`src/swcd_pkg.sv`:
```
// shared types, constants and crc helper for the sensor word crc deframer
// no dependencies; every other file of the block uses it by scoped names
`default_nettype none

package swcd_pkg;

	localparam logic [7:0] CRC_POLY = 8'h31;
	localparam logic [7:0] CRC_INIT = 8'hFF;
	localparam logic [1:0] WORDS_RESET = 2'd2;

	typedef enum logic [1:0] {
		PH_HIGH = 2'd0,
		PH_LOW  = 2'd1,
		PH_CRC  = 2'd2
	} phase_t;

	typedef struct packed {
		logic [7:0] rx_byte;
		logic       response_start;
	} in_item_t;

	typedef struct packed {
		logic [15:0] data_word;
		logic        crc_good;
		logic [1:0]  word_index;
		logic        last_word;
	} out_item_t;

	// eight msb-first shift steps of the crc register after the byte is xored in
	function automatic logic [7:0] crc8_byte(input logic [7:0] crc_in);
		logic [7:0] c;
		c = crc_in;
		for (int k = 0; k < 8; k++) begin
			if (c[7]) begin
				c = {c[6:0], 1'b0} ^ CRC_POLY;
			end else begin
				c = {c[6:0], 1'b0};
			end
		end
		return c;
	endfunction

endpackage

`default_nettype wire

```
`src/swcd_in_stage.sv`:
```
// input register stage: holds one accepted request until the core takes it
// depends on swcd_pkg for the input item type
`default_nettype none

module swcd_in_stage (
	input  wire logic             clk,
	input  wire logic             arst_n,
	input  wire logic             in_valid,
	output logic                  in_ready,
	input  wire swcd_pkg::in_item_t in_data,
	input  wire logic             advance,
	output logic                  valid_s1,
	output swcd_pkg::in_item_t    data_s1
);

	logic load;

	assign in_ready = !valid_s1 || advance;
	assign load     = in_valid && in_ready;

	always_ff @(posedge clk or negedge arst_n) begin
		if (!arst_n) begin
			valid_s1 <= 1'b0;
		end else if (load) begin
			valid_s1 <= 1'b1;
		end else if (advance) begin
			valid_s1 <= 1'b0;
		end
	end

	always_ff @(posedge clk) begin
		if (load) begin
			data_s1 <= in_data;
		end
	end

endmodule

`default_nettype wire

```
`src/swcd_core.sv`:
```
// framing state, crc and word count register; builds one result per crc byte of a framed response
// depends on swcd_pkg for types, phase codes and the crc helper
`default_nettype none

module swcd_core (
	input  wire logic               clk,
	input  wire logic               arst_n,
	input  wire logic               cfg_we,
	input  wire logic [1:0]         cfg_wdata,
	input  wire logic               advance,
	input  wire logic               valid_s1,
	input  wire swcd_pkg::in_item_t data_s1,
	output logic                    res_valid,
	output swcd_pkg::out_item_t     res_item
);

	logic [1:0]       words_q;
	swcd_pkg::phase_t phase_q, phase_d;
	logic [7:0]       high_q, high_d;
	logic [7:0]       low_q, low_d;
	logic [7:0]       crc_q, crc_d;
	logic [1:0]       done_q, done_d;
	logic             discard_q, discard_d;
	logic [1:0]       count_eff;
	logic             good;
	logic             last;

	// a count of zero behaves as one
	assign count_eff = (words_q == 2'd0) ? 2'd1 : words_q;
	assign good      = (crc_q == data_s1.rx_byte);
	assign last      = !good || ({1'b0, done_q} + 3'd1 >= {1'b0, count_eff});

	always_ff @(posedge clk or negedge arst_n) begin
		if (!arst_n) begin
			words_q <= swcd_pkg::WORDS_RESET;
		end else if (cfg_we) begin
			words_q <= cfg_wdata;
		end
	end

	// next state
	always_comb begin
		phase_d   = phase_q;
		high_d    = high_q;
		low_d     = low_q;
		crc_d     = crc_q;
		done_d    = done_q;
		discard_d = discard_q;
		if (data_s1.response_start) begin
			discard_d = 1'b0;
			done_d    = 2'd0;
			high_d    = data_s1.rx_byte;
			crc_d     = swcd_pkg::crc8_byte(swcd_pkg::CRC_INIT ^ data_s1.rx_byte);
			phase_d   = swcd_pkg::PH_LOW;
		end else if (!discard_q) begin
			case (phase_q)
				swcd_pkg::PH_HIGH: begin
					high_d  = data_s1.rx_byte;
					crc_d   = swcd_pkg::crc8_byte(swcd_pkg::CRC_INIT ^ data_s1.rx_byte);
					phase_d = swcd_pkg::PH_LOW;
				end
				swcd_pkg::PH_LOW: begin
					// crc_q holds the crc of the high byte; crc_d adds the low byte
					low_d   = data_s1.rx_byte;
					crc_d   = swcd_pkg::crc8_byte(crc_q ^ data_s1.rx_byte);
					phase_d = swcd_pkg::PH_CRC;
				end
				swcd_pkg::PH_CRC: begin
					phase_d = swcd_pkg::PH_HIGH;
					if (last) begin
						discard_d = 1'b1;
					end else begin
						done_d = done_q + 2'd1;
					end
				end
				default: begin
					phase_d = swcd_pkg::PH_HIGH;
				end
			endcase
		end
	end

	// result
	always_comb begin
		res_valid = valid_s1 && !data_s1.response_start && !discard_q &&
			(phase_q == swcd_pkg::PH_CRC);
		res_item.data_word  = {high_q, low_q};
		res_item.crc_good   = good;
		res_item.word_index = done_q;
		res_item.last_word  = last;
	end

	always_ff @(posedge clk or negedge arst_n) begin
		if (!arst_n) begin
			phase_q   <= swcd_pkg::PH_HIGH;
			done_q    <= 2'd0;
			discard_q <= 1'b1;
		end else if (advance) begin
			phase_q   <= phase_d;
			done_q    <= done_d;
			discard_q <= discard_d;
		end
	end

	always_ff @(posedge clk) begin
		if (advance) begin
			high_q <= high_d;
			low_q  <= low_d;
			crc_q  <= crc_d;
		end
	end

`ifndef ASSERT_OFF
	a_res_only_framed: assert property (@(posedge clk) disable iff (!arst_n)
		res_valid |-> (phase_q == swcd_pkg::PH_CRC) && !discard_q)
		else $error("result outside crc phase");

	a_last_drops: assert property (@(posedge clk) disable iff (!arst_n)
		(advance && res_valid && res_item.last_word) |=> discard_q)
		else $error("no discard after last word");

	a_start_resyncs: assert property (@(posedge clk) disable iff (!arst_n)
		(advance && data_s1.response_start) |=>
			(phase_q == swcd_pkg::PH_LOW) && !discard_q && (done_q == 2'd0))
		else $error("start mark did not resync framing");

	a_index_in_range: assert property (@(posedge clk) disable iff (!arst_n)
		(advance && res_valid && !res_item.last_word) |->
			({1'b0, res_item.word_index} + 3'd1 < {1'b0, count_eff}))
		else $error("non-last word at or past count");
`endif

endmodule

`default_nettype wire

```
`src/swcd_out_stage.sv`:
```
// result register: holds one result until the consumer takes it
// depends on swcd_pkg for the result item type
`default_nettype none

module swcd_out_stage (
	input  wire logic                clk,
	input  wire logic                arst_n,
	input  wire logic                load,
	input  wire swcd_pkg::out_item_t load_item,
	output logic                     space,
	output logic                     out_valid,
	input  wire logic                out_ready,
	output swcd_pkg::out_item_t      out_data
);

	// the slot frees in the same cycle the consumer takes it
	assign space = !out_valid || out_ready;

	always_ff @(posedge clk or negedge arst_n) begin
		if (!arst_n) begin
			out_valid <= 1'b0;
		end else if (load) begin
			out_valid <= 1'b1;
		end else if (out_ready) begin
			out_valid <= 1'b0;
		end
	end

	always_ff @(posedge clk) begin
		if (load) begin
			out_data <= load_item;
		end
	end

endmodule

`default_nettype wire

```
`src/sensor_word_crc_deframer.sv`:
```
// a crc byte is held in the input register, checked by the core logic and its result loaded into the result register
// throughput: one byte per cycle while the core advances; input register, core logic, result register
// the core advances whenever the input register holds a byte and the result register is empty or being taken
// reset: clears framing to discard mode until the first start mark, word count 2
// top level; depends on swcd_pkg, swcd_in_stage, swcd_core and swcd_out_stage
`default_nettype none

module sensor_word_crc_deframer (
	input  wire logic                clk,
	input  wire logic                arst_n,
	input  wire logic                cfg_we,
	input  wire logic [1:0]          cfg_wdata,
	input  wire logic                in_valid,
	output logic                     in_ready,
	input  wire swcd_pkg::in_item_t  in_data,
	output logic                     out_valid,
	input  wire logic                out_ready,
	output swcd_pkg::out_item_t      out_data
);

	logic                valid_s1;
	swcd_pkg::in_item_t  data_s1;
	logic                advance;
	logic                space;
	logic                res_valid;
	swcd_pkg::out_item_t res_item;

	assign advance = valid_s1 && space;

	swcd_in_stage u_in (
		.clk      (clk),
		.arst_n   (arst_n),
		.in_valid (in_valid),
		.in_ready (in_ready),
		.in_data  (in_data),
		.advance  (advance),
		.valid_s1 (valid_s1),
		.data_s1  (data_s1)
	);

	swcd_core u_core (
		.clk       (clk),
		.arst_n    (arst_n),
		.cfg_we    (cfg_we),
		.cfg_wdata (cfg_wdata),
		.advance   (advance),
		.valid_s1  (valid_s1),
		.data_s1   (data_s1),
		.res_valid (res_valid),
		.res_item  (res_item)
	);

	swcd_out_stage u_out (
		.clk       (clk),
		.arst_n    (arst_n),
		.load      (advance && res_valid),
		.load_item (res_item),
		.space     (space),
		.out_valid (out_valid),
		.out_ready (out_ready),
		.out_data  (out_data)
	);

endmodule

`default_nettype wire

```
`config.mk`:
```
export PLATFORM = sky130hd
export DESIGN_NAME = sensor_word_crc_deframer
export DESIGN_NICKNAME = d
export VERILOG_FILES = /design/src/swcd_pkg.sv /design/src/swcd_in_stage.sv /design/src/swcd_core.sv /design/src/swcd_out_stage.sv /design/src/sensor_word_crc_deframer.sv
export SDC_FILE = /design/constraint.sdc
export NUM_CORES = 1
export LEC_CHECK = 0
export BUFFER_PORTS_ARGS = -buffer_cell sky130_fd_sc_hd__buf_2
export CAP_MARGIN = 20
export CORE_UTILIZATION = 45
export DETAILED_ROUTE_END_ITERATION = 6
export PLACE_DENSITY = 0.72
export SLEW_MARGIN = 20
export SYNTH_ARGS = -nofsm -noshare
export SYNTH_HDL_FRONTEND = slang
export SYNTH_SLANG_ARGS = --single-unit
```
`constraint.sdc`:
```
create_clock -name clk -period 2.55 [get_ports clk]
set_clock_uncertainty 0.2 [all_clocks]
set_input_delay 0.1275 -clock clk [delete_from_list [all_inputs] [get_ports clk]]
set_output_delay 0.1275 -clock clk [all_outputs]
set_load 0.01 [all_outputs]
```
# Yosys cells after proc, flatten, opt, wreduce, memory -nomap -nowiden
# Index checks and enable logic that the tools add are counted.
# Widths: inputs -> output; s select.
# classes
addsub	2
magnitude_cmp	1
eq_ne	5
bitwise	27
n_reduce_logical	26
mux	94
# op_table
op	n
$mux 8	54
$mux 6	23
$not 3->3	23
$pmux 8 s2	1
$mux 2	7
$eq 8x8->1	1
$mux 1	8
$not 8->8	1
$reduce_and 4->1	2
$reduce_bool 2->1	4
$xor 8x8->8	1
$logic_and 1x1->1	6
$reduce_and 3->1	2
$logic_not 1->1	5
$logic_not 2->1	2
$ne 2x2->1 const B	2
$pmux 2 s2	1
$add 2x1->3 const B	1
$ge 3x2->1	1
$logic_or 1x1->1	3
$reduce_bool 3->1	1
$add 2x1->2 const B	1
$eq 2x1->1 const B	1
$eq 2x2->1 const B	1
2 further kinds	3
# word_totals
input_bits	16
regBits	62
word_cells	170

# Longest topological paths before layout
# depth
word_depth	41
ltp_mapped	6

# Modules after synthesis
# From an unflattened synthesis, not the netlist that was laid out.
# unflattened
cells_unflattened	164
area_unflattened_um2	2647.5
# by_module_without_submodules
mod	area_each_um2	n_inst	seq_area_each_um2	cells_per_inst
swcd_core	1662.8	1	898.4	126
swcd_out_stage	648.1	1	625.6	23
swcd_in_stage	324.1	1	295.3	13
sensor_word_crc_deframer	12.5	1	0.0	2

# Least setup slack after synthesis
# OpenSTA, ideal clock, no wires.
# synth_timing
kind	flip-flop to flip-flop
from	reg u_core.phase_q[1]
to	reg u_core.low_q[0], enable pin
path_stages_with_launch	4
required_ns	1.964
setup_time_ns	0.386
t_arrival_ns	1.704
period_less_slack_ns	2.290
setup_slack_ns	0.260
cell_sequence	dfrtp_1 -> or3b_2 -> clkbuf_1 -> nor3_1
# synth_between
elab_chain_len	2
# synth_rtl
item	line	rtl
start, declared	swcd_core.sv:18	swcd_pkg::phase_t phase_q, phase_d;
start signal, assigned	swcd_core.sv:95	phase_q <= swcd_pkg::PH_HIGH;
start signal, assigned	swcd_core.sv:99	phase_q <= phase_d;
$eq 2x1->1	swcd_core.sv:56	case (phase_q)
$reduce_and 4->1 (no line)	--	
end signal, assigned	swcd_core.sv:108	low_q <= low_d;
end, declared	swcd_core.sv:20	logic [7:0] low_q, low_d;
# Every way passes these cells.
# A chain may end at the register's enable or synchronous reset.

# Worst setup path in the final report
# layout_timing
from	reg u_core.words_q[1]
to	reg u_core.done_q[1]
# layout_between
elab_chain_len	6
# layout_rtl
item	line	rtl
start, declared	swcd_core.sv:17	logic [1:0] words_q;
start signal, assigned	swcd_core.sv:35	words_q <= swcd_pkg::WORDS_RESET;
start signal, assigned	swcd_core.sv:37	words_q <= cfg_wdata;
$logic_not 2->1	swcd_core.sv:29	assign count_eff = (words_q == 2'd0) ? 2'd1 : words_q;
$mux 2 (*)	swcd_core.sv:29	
$ge 3x2->1 (*)	swcd_core.sv:31	assign last = !good || ({1'b0, done_q} + 3'd1 >= {1'b0, count_eff});
$logic_or 1x1->1 (*)	swcd_core.sv:31	
$ne 2x2->1 (no line) (*)	--	
$reduce_and 4->1 (no line) (*)	--	
end signal, assigned	swcd_core.sv:100	done_q <= done_d;
end, declared	swcd_core.sv:22	logic [1:0] done_q, done_d;
# Every way passes the cells marked *; elsewhere a longest branch is shown, timed or not.

==> metrics.cfg <==
[min_path]
hold_path_class = in -> async

[global_routing]
antenna_found_initial = 0
grt_pass1_wl_um = 6548
grt_start_max_net_pins = 21
grt_usage_pct = 15.00
grt_pass1_vias = 1392
grt_remaining_overflow = 0

[synthesis]
synth_edf_count = 53
netlist_instances = 166
yosysMostFrequentCell = edfxtp_1
yosysSeqAreaShare_pct = 69.47
synth_area_sq_mm = 0.002619
ys_types = 35
yosys.area.top_type = edfxtp_1
synth_nets = 185
syn_area_per_cell_sq_um = 15.78
yosys-top-cells-area = edfxtp_1 (61%), xnor2_1 (7.4%), dfrtp_1 (6.7%), xor2_1 (4.0%), dfstp_2 (2.0%)
yosys_most_used_dff = edfxtp_1
ys_warn_count = 0
synth_top_cell_area_share_pct = 60.77
ys_top_cells_by_count = edfxtp_1 (53), xnor2_1 (22), nor2_1 (12), xor2_1 (12)
ys_ff_latch = 62
asyncSetResetFlopFracSynth_pct = 14.52

[floorplan]
dieWidth_um = 78.29
rows = 27
start_util_pct = 46.98
core_sq_mm = 0.005574
ios = 38
die-area_sq_mm = 0.006129
die_y_um = 78.29

[routing]
antenna_left = 0
drc = 0
wirelength_um = 3853
routed_via_density = 4.728
firstDrtPassIters = 4
vias = 1461
avgRoutedWirePerCell_um = 12.47
drtIter0Drc = 143

[placed_design]
place_congestion = 0.7765
dpl_worst_slack_ns = 0.2525
place_inst = 276
placed_area_sq_mm = 0.002909
detailed_place_hpwl_um = 2578
io_buffers = 37

[sta]
slew_viol_final = 0
timing_hold_violations_final = 0
worst-slew-pin-transition_ns = 0.6789
rsz0062_at_grt = false
finalCritPeriodShare_pct = 90.21
finalSetupTns_ns = 0
relSlewSlack_pct = 54.57
setup_viol_count_final = 0
fin_crit_ns = 2.300
setup_ws_ns = 0.2496
fmax_ghz = 0.4347

[pwr]
switching_share_pct = 27.22
leakage_nw = 1.252
p_per_area_mw_per_mm2 = 895.1
internal-power_mw = 2.153
switching_power_mw = 0.8054
seq_power_share_pct = 46.5
clock_power_share_pct = 33.0
ir_drop_uv = 532.8
p_comb_share_pct = 20.5

[cells_and_area]
fill_cells = 432
seqCellArea_sq_mm = 0.001819
n_antenna_cell = 0
area_growth_pct = 26.23
multi_input_area_sq_um = 777.0
fin_cells = 309
finalNetCount = 251
drive_gt1_share_pct = 29.11
final_cell_area_sq_mm = 0.003306

[setup_path]
critPathRequiredTime_ns = 2.59
cp.arrival_ns = 2.34
critPathKind = reg -> reg
end_kind = flip-flop
crit_fanout = 5
ff2ff_setup_slack_ns = 0.25
startpoint_type = flip-flop

[cts]
clk_latency_ns = 0.34
clk_pin_slew_ns = 0.07
cts.sinks = 62
clockBufferDepth = 2
cts_buffers = 9
cts_htree_levels = 3
cts_tree = yes
cts_root_buffer = clkbuf_8

[status]
status = finished clean

[job]
drv_cap = 0

[flip-flops by register name, summed over array words and instances (netlist names), 2 cells and up]
signal	flops
u_core.words_q	2
u_core.phase_q	2
u_core.done_q	2
u_out.out_data	20
u_core.high_q	8
u_in.data_s1	9
u_core.low_q	8
u_core.crc_q	8
[cell usage in the layout (no fill, tap or decap), types with 2 or more instances in the layout]
cell type / count
nand2_1: 7
dlygate4sd3_1: 17
clkbuf_8: 9
xor2_1: 12
buf_2: 37
bufinv_16: 2
o41ai_1: 2
nor2_1: 12
mux2i_1: 2
nand2b_1: 6
inv_1: 4
dfstp_2: 2
buf_4: 3
inv_6: 3
edfxtp_1: 53
o21ai_0: 5
xnor2_1: 22
ha_1: 2
xnor2_2: 2
dfrtp_1: 7
nor2b_1: 3
nor3_1: 2
xnor3_1: 2
nand4_2: 2
and2_1: 2
[area by class of cell]
cell class	instances	area share [%]
Clock buffer	9	3.747
Clock inverter	7	3.104
Inverter	4	0.4542
Multi-Input combinational cell	98	23.50
Sequential cell	62	55.03
Tap cell	72	2.725
Timing Repair Buffer	57	11.43
[timing repair]
item / in CTS / in global routing
buffers inserted: 0 / 0
gates resized for setup: 0 / 0
hold buffers: 17 / 0
hold endpoints to repair: 22 / 0
[logic make-up after synthesis]
kind of cell,after synthesis,share of synthesized area [%]
flops,62,69.47
compound gates,13,3.631
mux,3,1.194
xor+xnor,38,14.33
fa+ha+maj,3,1.720
buf+inv,6,0.8599
simple gates,41,8.792
[final timing paths]
path                                endpoint  cells past startpoint               from
max in group asynchronous  u_core.words_q[0]                      3             arst_n
setup reg to reg            u_core.done_q[1]                      5  u_core.words_q[1]
min in group clk           u_out.out_data[6]                      0    u_core.low_q[2]
setup / recovery            u_core.done_q[1]                      5  u_core.words_q[1]
hold reg to reg            u_out.out_data[6]                      0    u_core.low_q[2]
hold / removal              u_core.discard_q                      2             arst_n
[power by group through the flow]
stage,Clock (mW),Combinational (mW),Sequential [mW]
2_1_floorplan,0,0.481,1.38
4_1_cts,1.00,0.610,1.38
3_3_place_gp,0,0.578,1.39
6_report,0.977,0.606,1.38
3_5_place_dp,0,0.583,1.40
5_1_grt,1.05,0.677,1.39
[per-layer routing]
| layer | GRT usage, % | part of all wire, % | vias up |
|---|---|---|---|
| met3 | 5.465 | 5.8 | 7 |
| met2 | 21.49 | 44 | 47 |
| met1 | 19.70 | 49 | 672 |
| li1 | - | - | 735 |
| met5 | 0 | 0 | - |
| met4 | 8.333 | 2.0 | 0 |
[through the flow]
step | hold slack, ns | util (%) | power, mW
finish | 0.06921 | 59.30 | 2.959
global route | 0.06184 | 59.30 | 3.123
CTS | 0.05692 | 59.30 | 2.992
detailed placement | -0.2129 | 52.19 | 1.979
global placement | -0.2142 | 52.19 | 1.972
floorplan | -0.3681 | - | 1.860
[worst max-delay path: stages (launching register included)]
cell      delay [ns]
dfstp_2         0.53
inv_1           0.05
fa_1            0.44
a31o_2          0.28
or4_4           0.48
o311ai_1        0.23
Power figures use the tool's default switching activity.
